===== src/design/longest_prefix_match_table_core_macros.svh =====
// Assertion macros for the routing table core design file.
// Depends on nothing; included by the modules that carry assertions.
`ifndef LONGEST_PREFIX_MATCH_TABLE_CORE_MACROS_SVH
`define LONGEST_PREFIX_MATCH_TABLE_CORE_MACROS_SVH

// Same-cycle implication, disabled during reset
`define LPM_ASSERT_IMPLY(label, clk, rst, ante, cons, msg) \
   label: assert property (@(posedge clk) disable iff (rst) (ante) |-> (cons)) \
      else $error(msg);

// Next-cycle implication, disabled during reset
`define LPM_ASSERT_NEXT(label, clk, rst, ante, cons, msg) \
   label: assert property (@(posedge clk) disable iff (rst) (ante) |=> (cons)) \
      else $error(msg);

`endif


===== src/design/lpm_pkg.sv =====
// Shared constants, action codes and table port types for the routing table.
// Depends on nothing; used by lpm_table and longest_prefix_match_table_core.
package lpm_pkg;

   localparam int TABLE_DEPTH = 64;
   localparam int IDX_W       = 6;
   localparam int WORD_W      = 32;
   localparam int CNT_W       = IDX_W + 1;

   typedef enum logic {
      ACT_WRITE  = 1'b0,
      ACT_LOOKUP = 1'b1
   } action_type;

   // Write request into the table memory
   typedef struct packed {
      logic              en;
      logic [IDX_W-1:0]  addr;
      logic [WORD_W-1:0] prefix;
      logic [WORD_W-1:0] mask;
      logic              valid;
   } tbl_wr_type;

   // Read request into the table memory
   typedef struct packed {
      logic             en;
      logic [IDX_W-1:0] addr;
   } tbl_rd_type;

   // Registered read response from the table memory
   typedef struct packed {
      logic [WORD_W-1:0] prefix;
      logic [WORD_W-1:0] mask;
      logic              mark;
   } tbl_data_type;

endpackage


===== src/design/lpm_table.sv =====
// Route table storage: prefix/mask memory with registered read,
// plus per-slot valid marks cleared at reset. Depends on lpm_pkg.
module lpm_table (
   input  logic                  clock,
   input  logic                  reset,
   input  lpm_pkg::tbl_wr_type   wr,
   input  lpm_pkg::tbl_rd_type   rd,
   output lpm_pkg::tbl_data_type rd_data
);

   logic [2*lpm_pkg::WORD_W-1:0] mem [lpm_pkg::TABLE_DEPTH];
   logic [lpm_pkg::TABLE_DEPTH-1:0] valid_ff;
   logic [2*lpm_pkg::WORD_W-1:0] rd_word_ff;
   logic                         rd_mark_ff;
   logic                         wr_in_range;

   // Drop writes to slots beyond the table
   assign wr_in_range = {1'b0, wr.addr} < lpm_pkg::CNT_W'(lpm_pkg::TABLE_DEPTH);

   // Write prefix and mask together; no read overlaps a write (caller is idle)
   always_ff @(posedge clock) begin
      if (wr.en && wr_in_range) begin
         mem[wr.addr] <= {wr.prefix, wr.mask};
      end
      if (rd.en) begin
         rd_word_ff <= mem[rd.addr];
      end
   end

   // Hold valid marks; clear all at reset, read alongside the memory
   always_ff @(posedge clock) begin
      if (reset) begin
         valid_ff   <= '0;
         rd_mark_ff <= 1'b0;
      end else begin
         if (wr.en && wr_in_range) begin
            valid_ff[wr.addr] <= wr.valid;
         end
         if (rd.en) begin
            rd_mark_ff <= valid_ff[rd.addr];
         end
      end
   end

   assign rd_data.prefix = rd_word_ff[2*lpm_pkg::WORD_W-1:lpm_pkg::WORD_W];
   assign rd_data.mask   = rd_word_ff[lpm_pkg::WORD_W-1:0];
   assign rd_data.mark   = rd_mark_ff;

endmodule


===== src/design/longest_prefix_match_table_core.sv =====
// Channel   | handshake                  | payload
// ----------+----------------------------+---------------------------------------------
// request   | start in, busy out         | req_action, req_entry_*, req_lookup_addr
// response  | rsp_strobe out (one cycle) | rsp_hit, rsp_match_index, rsp_match_mask
//
// A write transaction goes straight into the table; busy stays low and the next one may follow.
// A lookup scans all TABLE_DEPTH slots through one memory read port, one slot a
// cycle, and takes no new request until the scan is done; busy drops in the same
// cycle as the response strobe.
// Synchronous reset clears all valid marks at once; the table is usable right away.
// The receiver cannot stall; each response shows for exactly one cycle.
// Depends on lpm_pkg, lpm_table and longest_prefix_match_table_core_macros.svh.
`include "longest_prefix_match_table_core_macros.svh"

module longest_prefix_match_table_core (
   input  logic                        clock,
   input  logic                        reset,
   input  logic                        start,
   output logic                        busy,
   input  logic [0:0]                  req_action,
   input  logic [lpm_pkg::IDX_W-1:0]   req_entry_index,
   input  logic [lpm_pkg::WORD_W-1:0]  req_entry_prefix,
   input  logic [lpm_pkg::WORD_W-1:0]  req_entry_mask,
   input  logic [0:0]                  req_entry_valid,
   input  logic [lpm_pkg::WORD_W-1:0]  req_lookup_addr,
   output logic                        rsp_strobe,
   output logic [0:0]                  rsp_hit,
   output logic [lpm_pkg::IDX_W-1:0]   rsp_match_index,
   output logic [lpm_pkg::WORD_W-1:0]  rsp_match_mask
);

   typedef enum logic {
      ST_IDLE,
      ST_SCAN
   } state_type;

   state_type                   state_ff;
   logic [lpm_pkg::CNT_W-1:0]   rd_idx_ff;
   logic                        cmp_vld_ff;
   logic [lpm_pkg::IDX_W-1:0]   cmp_idx_ff;
   logic [lpm_pkg::WORD_W-1:0]  addr_ff;
   logic                        found_ff, found_in;
   logic [lpm_pkg::IDX_W-1:0]   best_idx_ff, best_idx_in;
   logic [lpm_pkg::WORD_W-1:0]  best_mask_ff, best_mask_in;
   logic                        rsp_strobe_ff;
   logic                        rsp_hit_ff;
   logic [lpm_pkg::IDX_W-1:0]   rsp_idx_ff;
   logic [lpm_pkg::WORD_W-1:0]  rsp_mask_ff;

   logic                        accept;
   logic                        is_lookup;
   logic                        issue;
   logic                        match;
   logic                        last_cmp;
   lpm_pkg::tbl_wr_type         wr;
   lpm_pkg::tbl_rd_type         rd;
   lpm_pkg::tbl_data_type       rd_data;

   assign busy      = (state_ff != ST_IDLE);
   assign accept    = start && !busy;
   assign is_lookup = (lpm_pkg::action_type'(req_action) == lpm_pkg::ACT_LOOKUP);
   assign issue     = (state_ff == ST_SCAN)
                      && (rd_idx_ff < lpm_pkg::CNT_W'(lpm_pkg::TABLE_DEPTH));
   assign last_cmp  = cmp_vld_ff
                      && (cmp_idx_ff == lpm_pkg::IDX_W'(lpm_pkg::TABLE_DEPTH - 1));

   // Route write transactions straight into the table
   assign wr.en     = accept && !is_lookup;
   assign wr.addr   = req_entry_index;
   assign wr.prefix = req_entry_prefix;
   assign wr.mask   = req_entry_mask;
   assign wr.valid  = req_entry_valid[0];

   assign rd.en     = issue;
   assign rd.addr   = rd_idx_ff[lpm_pkg::IDX_W-1:0];

   lpm_table u_table (
      .clock   (clock),
      .reset   (reset),
      .wr      (wr),
      .rd      (rd),
      .rd_data (rd_data)
   );

   // Compare the slot just read and keep the best candidate
   always_comb begin
      match        = rd_data.mark
                     && (((addr_ff ^ rd_data.prefix) & rd_data.mask) == '0);
      found_in     = found_ff;
      best_idx_in  = best_idx_ff;
      best_mask_in = best_mask_ff;
      if (cmp_vld_ff && match && (!found_ff || (rd_data.mask > best_mask_ff))) begin
         found_in     = 1'b1;
         best_idx_in  = cmp_idx_ff;
         best_mask_in = rd_data.mask;
      end
   end

   // Sequence the scan and register the response
   always_ff @(posedge clock) begin
      if (reset) begin
         state_ff      <= ST_IDLE;
         cmp_vld_ff    <= 1'b0;
         rsp_strobe_ff <= 1'b0;
      end else begin
         rsp_strobe_ff <= 1'b0;
         cmp_vld_ff    <= issue;
         unique case (state_ff)
            ST_IDLE: begin
               if (accept && is_lookup) begin
                  state_ff <= ST_SCAN;
               end
            end
            ST_SCAN: begin
               if (last_cmp) begin
                  state_ff      <= ST_IDLE;
                  rsp_strobe_ff <= 1'b1;
               end
            end
            default: state_ff <= ST_IDLE;
         endcase
      end
   end

   // Advance the read pointer and track best match; payload needs no reset
   always_ff @(posedge clock) begin
      if (accept && is_lookup) begin
         addr_ff      <= req_lookup_addr;
         rd_idx_ff    <= '0;
         found_ff     <= 1'b0;
         best_idx_ff  <= '0;
         best_mask_ff <= '0;
      end else begin
         if (issue) begin
            rd_idx_ff <= rd_idx_ff + 1'b1;
         end
         found_ff     <= found_in;
         best_idx_ff  <= best_idx_in;
         best_mask_ff <= best_mask_in;
      end
      if (issue) begin
         cmp_idx_ff <= rd_idx_ff[lpm_pkg::IDX_W-1:0];
      end
      if (last_cmp) begin
         rsp_hit_ff  <= found_in;
         rsp_idx_ff  <= found_in ? best_idx_in : '0;
         rsp_mask_ff <= found_in ? best_mask_in : '0;
      end
   end

   assign rsp_strobe      = rsp_strobe_ff;
   assign rsp_hit         = rsp_hit_ff;
   assign rsp_match_index = rsp_idx_ff;
   assign rsp_match_mask  = rsp_mask_ff;

   `LPM_ASSERT_IMPLY(a_miss_zero, clock, reset, rsp_strobe && !rsp_hit[0],
      (rsp_match_index == '0) && (rsp_match_mask == '0), "miss with nonzero payload")
   `LPM_ASSERT_NEXT(a_lookup_busy, clock, reset, accept && is_lookup, busy,
      "lookup accepted but busy not raised")
   `LPM_ASSERT_NEXT(a_write_silent, clock, reset, accept && !is_lookup, !rsp_strobe,
      "write transaction produced a response")
   `LPM_ASSERT_IMPLY(a_rsp_idle, clock, reset, rsp_strobe, !busy && !cmp_vld_ff,
      "response while scan still running")

endmodule


===== config.mk =====
export PLATFORM = sky130hd
export DESIGN_NAME = longest_prefix_match_table_core
export DESIGN_NICKNAME = d
export VERILOG_FILES = /design/src/design/lpm_pkg.sv /design/src/design/lpm_table.sv /design/src/design/longest_prefix_match_table_core.sv
export VERILOG_INCLUDE_DIRS = /design/src /design/src/design
export SDC_FILE = /design/constraint.sdc
export NUM_CORES = 2
export LEC_CHECK = 0
export ABC_AREA = 1
export ABC_CLOCK_PERIOD_IN_PS = 6200
export BUFFER_PORTS_ARGS = -buffer_cell sky130_fd_sc_hd__buf_2
export CORE_ASPECT_RATIO = 0.7
export CORE_MARGIN = 3
export CORE_UTILIZATION = 35
export DETAILED_ROUTE_END_ITERATION = 10
export GPL_TIMING_DRIVEN = 0
export PLACE_DENSITY = 0.6
export REMOVE_ABC_BUFFERS = 1
export SYNTH_ARGS = -nofsm -noshare
export SYNTH_HDL_FRONTEND = slang
export SYNTH_HIERARCHICAL = 1
export SYNTH_SLANG_ARGS = --single-unit

===== constraint.sdc =====
create_clock -name clock -period 6.2 [get_ports clock]
set_input_delay 0 -clock clock [delete_from_list [all_inputs] [get_ports clock]]
set_output_delay 0 -clock clock [all_outputs]
set_load 0.01 [all_outputs]

# Word level (Yosys, flattened, before mapping)
# Memories as Yosys holds them, arrays and structs flattened. A register that Yosys moved wholly into a read port is not among the register bits.
# Index checks and enable logic that the tools add are counted.
[totals] reg_bits=191 latch_bits=0 mem_bits_rw=4096 mem_bits_ro=0 input_bits=107 out_inout_bits=41 elab_cells=54 memories=1
[mem_list] memory="u_table.mem" words=64 width=64 read_ports=1 rd_clocked_by_memory_dff=1 wr=1 line="lpm_table.sv:11" source="logic [2*lpm_pkg::WORD_W-1:0] mem [lpm_pkg::TABLE_DEPTH];"
[classes] addsub=1 multipliers=0 div_mod_pow=0 magnitude_cmp=5 n_eq_ne=1 shifts=0 n_mux=14 bitwise=3 reduce_logical=15
[ops] cell="$bwmux 64" n=1
[ops] cell="$and 32x32->32" n=1
[ops] cell="$gt 32x32->1" n=1
[ops] cell="$logic_not 32->1" n=1
[ops] cell="$mux 32" n=1
[ops] cell="$xor 32x32->32" n=1
[ops] cell="$lt 6x7->1 const B" n=2
[ops] cell="$logic_and 1x1->1" n=9
[ops] cell="$mux 1" n=8
[ops] cell="$add 7x1->7 const B" n=1
[ops] cell="$lt 7x7->1 const B" n=1
[ops] cell="$bmux 1 s6" n=1
[ops] cell="$demux 1 s6" n=1
[ops] cell="$eq 6x6->1 const B" n=1
[ops] cell="$ge 6x1->1 const B" n=1
[ops] cell="$mux 6" n=1
[ops] cell="$logic_not 1->1" n=3
[ops] cell="$pmux 1 s2" n=1
[ops] cell="$reduce_or 2->1" n=1
[ops] cell="$logic_or 1x1->1" n=1
[ops] cell="$not 1->1" n=1

# Longest topological paths before layout
[depth] ltp_word=7 ltp_mapped=21 depth_no_buf=19

# Hierarchy
# The synthesis kept the hierarchy.
[modules_own_cells] mod="lpm_table" instances=1 cells_each=12900 area_per_inst_um2=165588.8 seq_area_each_um2=126221.1
[modules_own_cells] mod="longest_prefix_match_table_core" instances=1 cells_each=664 area_per_inst_um2=5899.4 seq_area_each_um2=3293.2

# Least setup slack after synthesis
# No wires, ideal clock.
[synth_path] path_kind="register to register" startpoint="register cmp_idx_ff[1] (netlist bit)" endpoint="register state_ff (netlist: busy)" setup_time_ns=0.121 arrival_time_ns=4.694 t_required_ns=6.079 path_slack_ns=1.384 stages_incl_launch_ff=6 path_buffers=0 period_less_slack_ns=4.816 cell_sequence="edfxtp_1 inv_1 nor4_1 inv_1 nand2_1 a21oi_1"
[synth_between] elab_chain_cells=4
[synth_rtl] item="from (decl)" line="longest_prefix_match_table_core.sv:40" source="logic [lpm_pkg::IDX_W-1:0] cmp_idx_ff;"
[synth_rtl] item="from (signal assigned)" line="longest_prefix_match_table_core.sv:142" source="cmp_idx_ff <= rd_idx_ff[lpm_pkg::IDX_W-1:0];"
[synth_rtl] item="$eq 6x6->1" line="longest_prefix_match_table_core.sv:65" source="&& (cmp_idx_ff == lpm_pkg::IDX_W'(lpm_pkg::TABLE_DEPTH - 1));"
[synth_rtl] item="$logic_and 1x1->1" line="longest_prefix_match_table_core.sv:65"
[synth_rtl] item="net last_cmp" line="longest_prefix_match_table_core.sv:54" source="logic last_cmp;"
[synth_rtl] item="$mux 1" line="longest_prefix_match_table_core.sv:115" source="if (last_cmp) begin"
[synth_rtl] item="$pmux 1 s2" line="longest_prefix_match_table_core.sv:108" source="unique case (state_ff)"
[synth_rtl] item="to (signal assigned)" line="longest_prefix_match_table_core.sv:111" source="state_ff <= ST_SCAN;"
[synth_rtl] item="to (signal assigned)" line="longest_prefix_match_table_core.sv:116" source="state_ff <= ST_IDLE;"
[synth_rtl] item="to (signal assigned)" line="longest_prefix_match_table_core.sv:120" source="default: state_ff <= ST_IDLE;"
[synth_rtl] item="to (decl)" line="longest_prefix_match_table_core.sv:37" source="state_type state_ff;"
# The timed path passes the listed nets, and every way through them passes these cells.
# A chain may end at the register's enable or synchronous reset.

# Worst setup path in the final report
[layout_path] startpoint="register rd_idx_ff[0] (netlist bit)" endpoint="register u_table/rd_word_ff[46] (netlist bit) (read register of u_table.mem), data pin"
[layout_between] elab_chain_cells=2
[layout_rtl] item="from (decl)" line="longest_prefix_match_table_core.sv:38" source="logic [lpm_pkg::CNT_W-1:0] rd_idx_ff;"
[layout_rtl] item="from (signal assigned)" line="longest_prefix_match_table_core.sv:135" source="rd_idx_ff <= rd_idx_ff + 1'b1;"
[layout_rtl] item="$lt 7x7->1" line="longest_prefix_match_table_core.sv:63" source="&& (rd_idx_ff < lpm_pkg::CNT_W'(lpm_pkg::TABLE_DEPTH));"
[layout_rtl] item="$logic_and 1x1->1" line="longest_prefix_match_table_core.sv:63"
[layout_rtl] item="to (decl)" line="lpm_table.sv:13" source="logic [2*lpm_pkg::WORD_W-1:0] rd_word_ff;"
# Several ways; a longest one is shown, not always the timed one.

==> impl_metrics.tcl <==
set metrics [dict create \
    dp.final_hpwl_um 325000 \
    hold_viol_final 0 \
    period_needed_ns 6.12 \
    area_delta_synth_final_pct 16.2 \
    ys_seq_area_share_pct 75.5 \
    core_area_um2 487000 \
    synth.avg_cell_area_um2 12.6 \
    final_layout_size_suffix_gt1_share_pct 8.33 \
    cts_root_buf "clkbuf_16" \
    relSlewSlack_pct 9.35 \
    finalClockSkew_ns 0.0465 \
    totalWireLength_um 553000 \
    fmax_mhz 163 \
    grt_pass1_wl_um 777000 \
    netlist_instances 13564 \
    r2r-start "rd_idx_ff[0]$_SDFFE_PP0P_" \
    synth_flop_cell "edfxtp_1" \
    arrival_ns 6.68 \
    gp_congestion 0.750 \
    status "finished, final reports clean" \
    cts_tree "done" \
    seq_power_share_pct 48.1 \
    drc 0 \
    htree_num_levels 5 \
    overflow 0 \
    power_frac_comb_pct 15.8 \
    nNetsFinal 13802 \
    worst_slew_pin_slew_ns 1.36 \
    async_reset_ff_share_pct 0 \
    start_util_pct 35.2 \
    die_w_um 843 \
    rows 214 \
    synth_edf_count 4237 \
    vias_per_cell 5.61 \
    worst_setup_path_end_kind "register" \
    dieHeight_um 592 \
    post-cts-setup-buffer-count 0 \
    critPathLaunch "rd_idx_ff[0]$_SDFFE_PP0P_" \
    power_mw 67.7 \
    p_clk_share_pct 36.0 \
    critPathMaxFanout 201 \
    final_util_pct 40.9 \
    grt_start_max_net_pins 214 \
    cap_violations 0 \
    holdCritStartpoint "req_entry_index[5]" \
    fin_ws_ns 0.0806 \
    final_common_cell "edfxtp_1" \
    synth_area_um2 171000 \
    grt_antenna_before_repair 40 \
    irDropWorstVdd_mv 0.265 \
    cts_sinks 4351 \
    intPower_mw 49.2 \
    insertion_delay_ns 0.96 \
    synth-seq-cells 4351 \
    grt_usage_pct 21.2 \
    hp-class "primary input to register" \
    routedWlPerCell_um 27.0 \
    p_switching_mw 18.4 \
    power_density_nw_per_um2 340 \
    routed-via-count 114738 \
    setup_viol 0 \
    fillerInstances 44680 \
    io-pin-count 148 \
    crit_type "register to register" \
    switching_share_pct 27.2 \
    ctsResizeCount 0 \
    dieArea_um2 499000 \
    final_cell_mix "edfxtp_1 (4237), nor2_1 (2055), o21ai_0 (1887), nand2_1 (1678), nand3_1 (1000)" \
    final_antenna_net_count 0 \
    numCtsBuffers 381 \
    port_buffers 147 \
    report.final.slew_viol_count 0 \
    rsz0062_at_grt "false" \
    ys.warnings.count 6 \
    synth_cell_type_count 31 \
    dr.pass1.iters 7 \
    p_leak_nw 64.7 \
    startpoint_type "register" \
    drt_iter0_drc 16686 \
    path_clk_slew_ns 0.07 \
    cp.required_ns 6.76 \
    place_ws_ns -0.719 \
    fin_hold_ws_ns 0.113 \
    clock_path_buffers 4 \
    post-route-period-util_pct 98.7 \
    first_global_vias 103314 \
]
==> sequential cells by signal (all words and copies together) (netlist names) <==
name                cells
u_table/mem          4096
u_table/rd_word_ff     64
u_table/valid_ff       64
addr_ff                32
best_mask_ff           32
rsp_match_mask         32
rd_idx_ff               7
best_idx_ff             6
cmp_idx_ff              6
rsp_match_index         6
busy                    1
cmp_vld_ff              1
found_ff                1
rsp_hit                 1
rsp_strobe              1
u_table/rd_mark_ff      1
==> cells by family (layout without fill, tap and decap cells) <==
| group | count (synthesis) | after routing | share of synthesized area, % |
|---|---|---|---|
| flops | 4351 | 4351 | 75.5 |
| simple gates | 4841 | 4841 | 11.4 |
| buf+inv | 1146 | 1549 | 2.82 |
| compound gates | 3184 | 3184 | 10.0 |
| xor+xnor | 9 | 9 | 0.0460 |
| other cells | 0 | 20 | 0 |
| fa+ha+maj | 33 | 33 | 0.241 |
==> timing repair <==
item | 4_1_cts | 5_1_grt
endpoints found under the hold margin | 4228 | 0
hold buffers | 135 | 0
endpoints found under the setup margin | 10 | 5
gates cloned | 3 | 1
==> power groups by stage <==
stage | clock network [mW] | logic (mW) | registers [mW]
3_3_place_gp | 0 | 5.12 | 33.7
4_1_cts | 24.7 | 10.5 | 32.6
5_1_grt | 25.9 | 11.8 | 32.6
6_report | 24.4 | 10.7 | 32.6
2_1_floorplan | 0 | 5.85 | 33.6
3_5_place_dp | 0 | 10.3 | 33.2
==> layer usage <==
metal	wire (um)	part of all wire [%]	vias up	global-route usage, %
met4	23300	4.2	6	7.81
met5	35	0.0063	-	0
li1	-	-	49829	-
met3	60600	11	1134	4.05
met1	221000	40	57166	30.0
met2	248000	45	6603	32.8
==> Yosys cell counts, drive strengths merged, types with 2 or more instances <==
| master | number | area (um2) |
|---|---|---|
| a31oi | 2 | 12.5 |
| o21a | 2 | 15.0 |
| a21o | 4 | 30.0 |
| buf | 320 | 1730 |
| nor3 | 29 | 150 |
| or2 | 3 | 18.8 |
| o22ai | 963 | 6020 |
| inv | 188 | 708 |
| dfxtp | 114 | 2280 |
| xnor2 | 8 | 70.1 |
| edfxtp | 4237 | 127000 |
| clkbuf | 638 | 2390 |
| nand3 | 1000 | 5000 |
| nand2 | 1680 | 6310 |
| ha | 33 | 413 |
| nand4 | 6 | 37.5 |
| a21oi | 152 | 761 |
| o21ai | 2061 | 10300 |
| nor2 | 2121 | 7960 |
==> worst paths after layout <==
check	end	slack (ns)	cells after the start
worst max-delay path	u_table/rd_word_ff[46]$_DFFE_PP_	0.08	16
worst min-delay path	u_table/valid_ff[6]$_SDFFE_PP0P_	0.11	5
worst max register to register	u_table/rd_word_ff[46]$_DFFE_PP_	0.08	16
worst min register to register	u_table/valid_ff[44]$_SDFFE_PP0P_	0.48	2
==> through the flow <==
step / instances / setup TNS [ns] / cell area [um2]
after floorplan: 12606 / -7555.48 / 167000
after global placement: 19233 / - / 176000
final: 20467 / 0 / 199000
after global routing: 20461 / 0 / 199000
after detailed placement: 19620 / -4.90 / 185000
after CTS: 20446 / 0 / 199000
==> critical path: stages (launching register included) <==
cell     delay [ns]
dfxtp_4        0.74
buf_16         0.40
buf_16         0.34
buf_16         0.30
inv_16         0.13
buf_16         0.24
buf_16         0.29
buf_16         0.47
buf_16         0.34
o21ai_0        0.43
o22ai_1        0.13
nand2_1        0.07
nand3_1        0.08
nand3_1        0.14
nand2_1        0.16
nand2_1        0.09
nand2_1        0.34
==> area by class of cell <==
type	count	area (um2)	area share (%)
Antenna cell	20	50.0	0.0251
Clock buffer	483	10200	5.13
Clock inverter	205	2230	1.12
Inverter	188	759	0.381
Multi-Input combinational cell	8067	37600	18.9
Sequential cell	4351	130000	65.0
Tap cell	6480	8110	4.07
Timing Repair Buffer	673	10800	5.40
No activity file was read; power rests on OpenSTA's default activity.
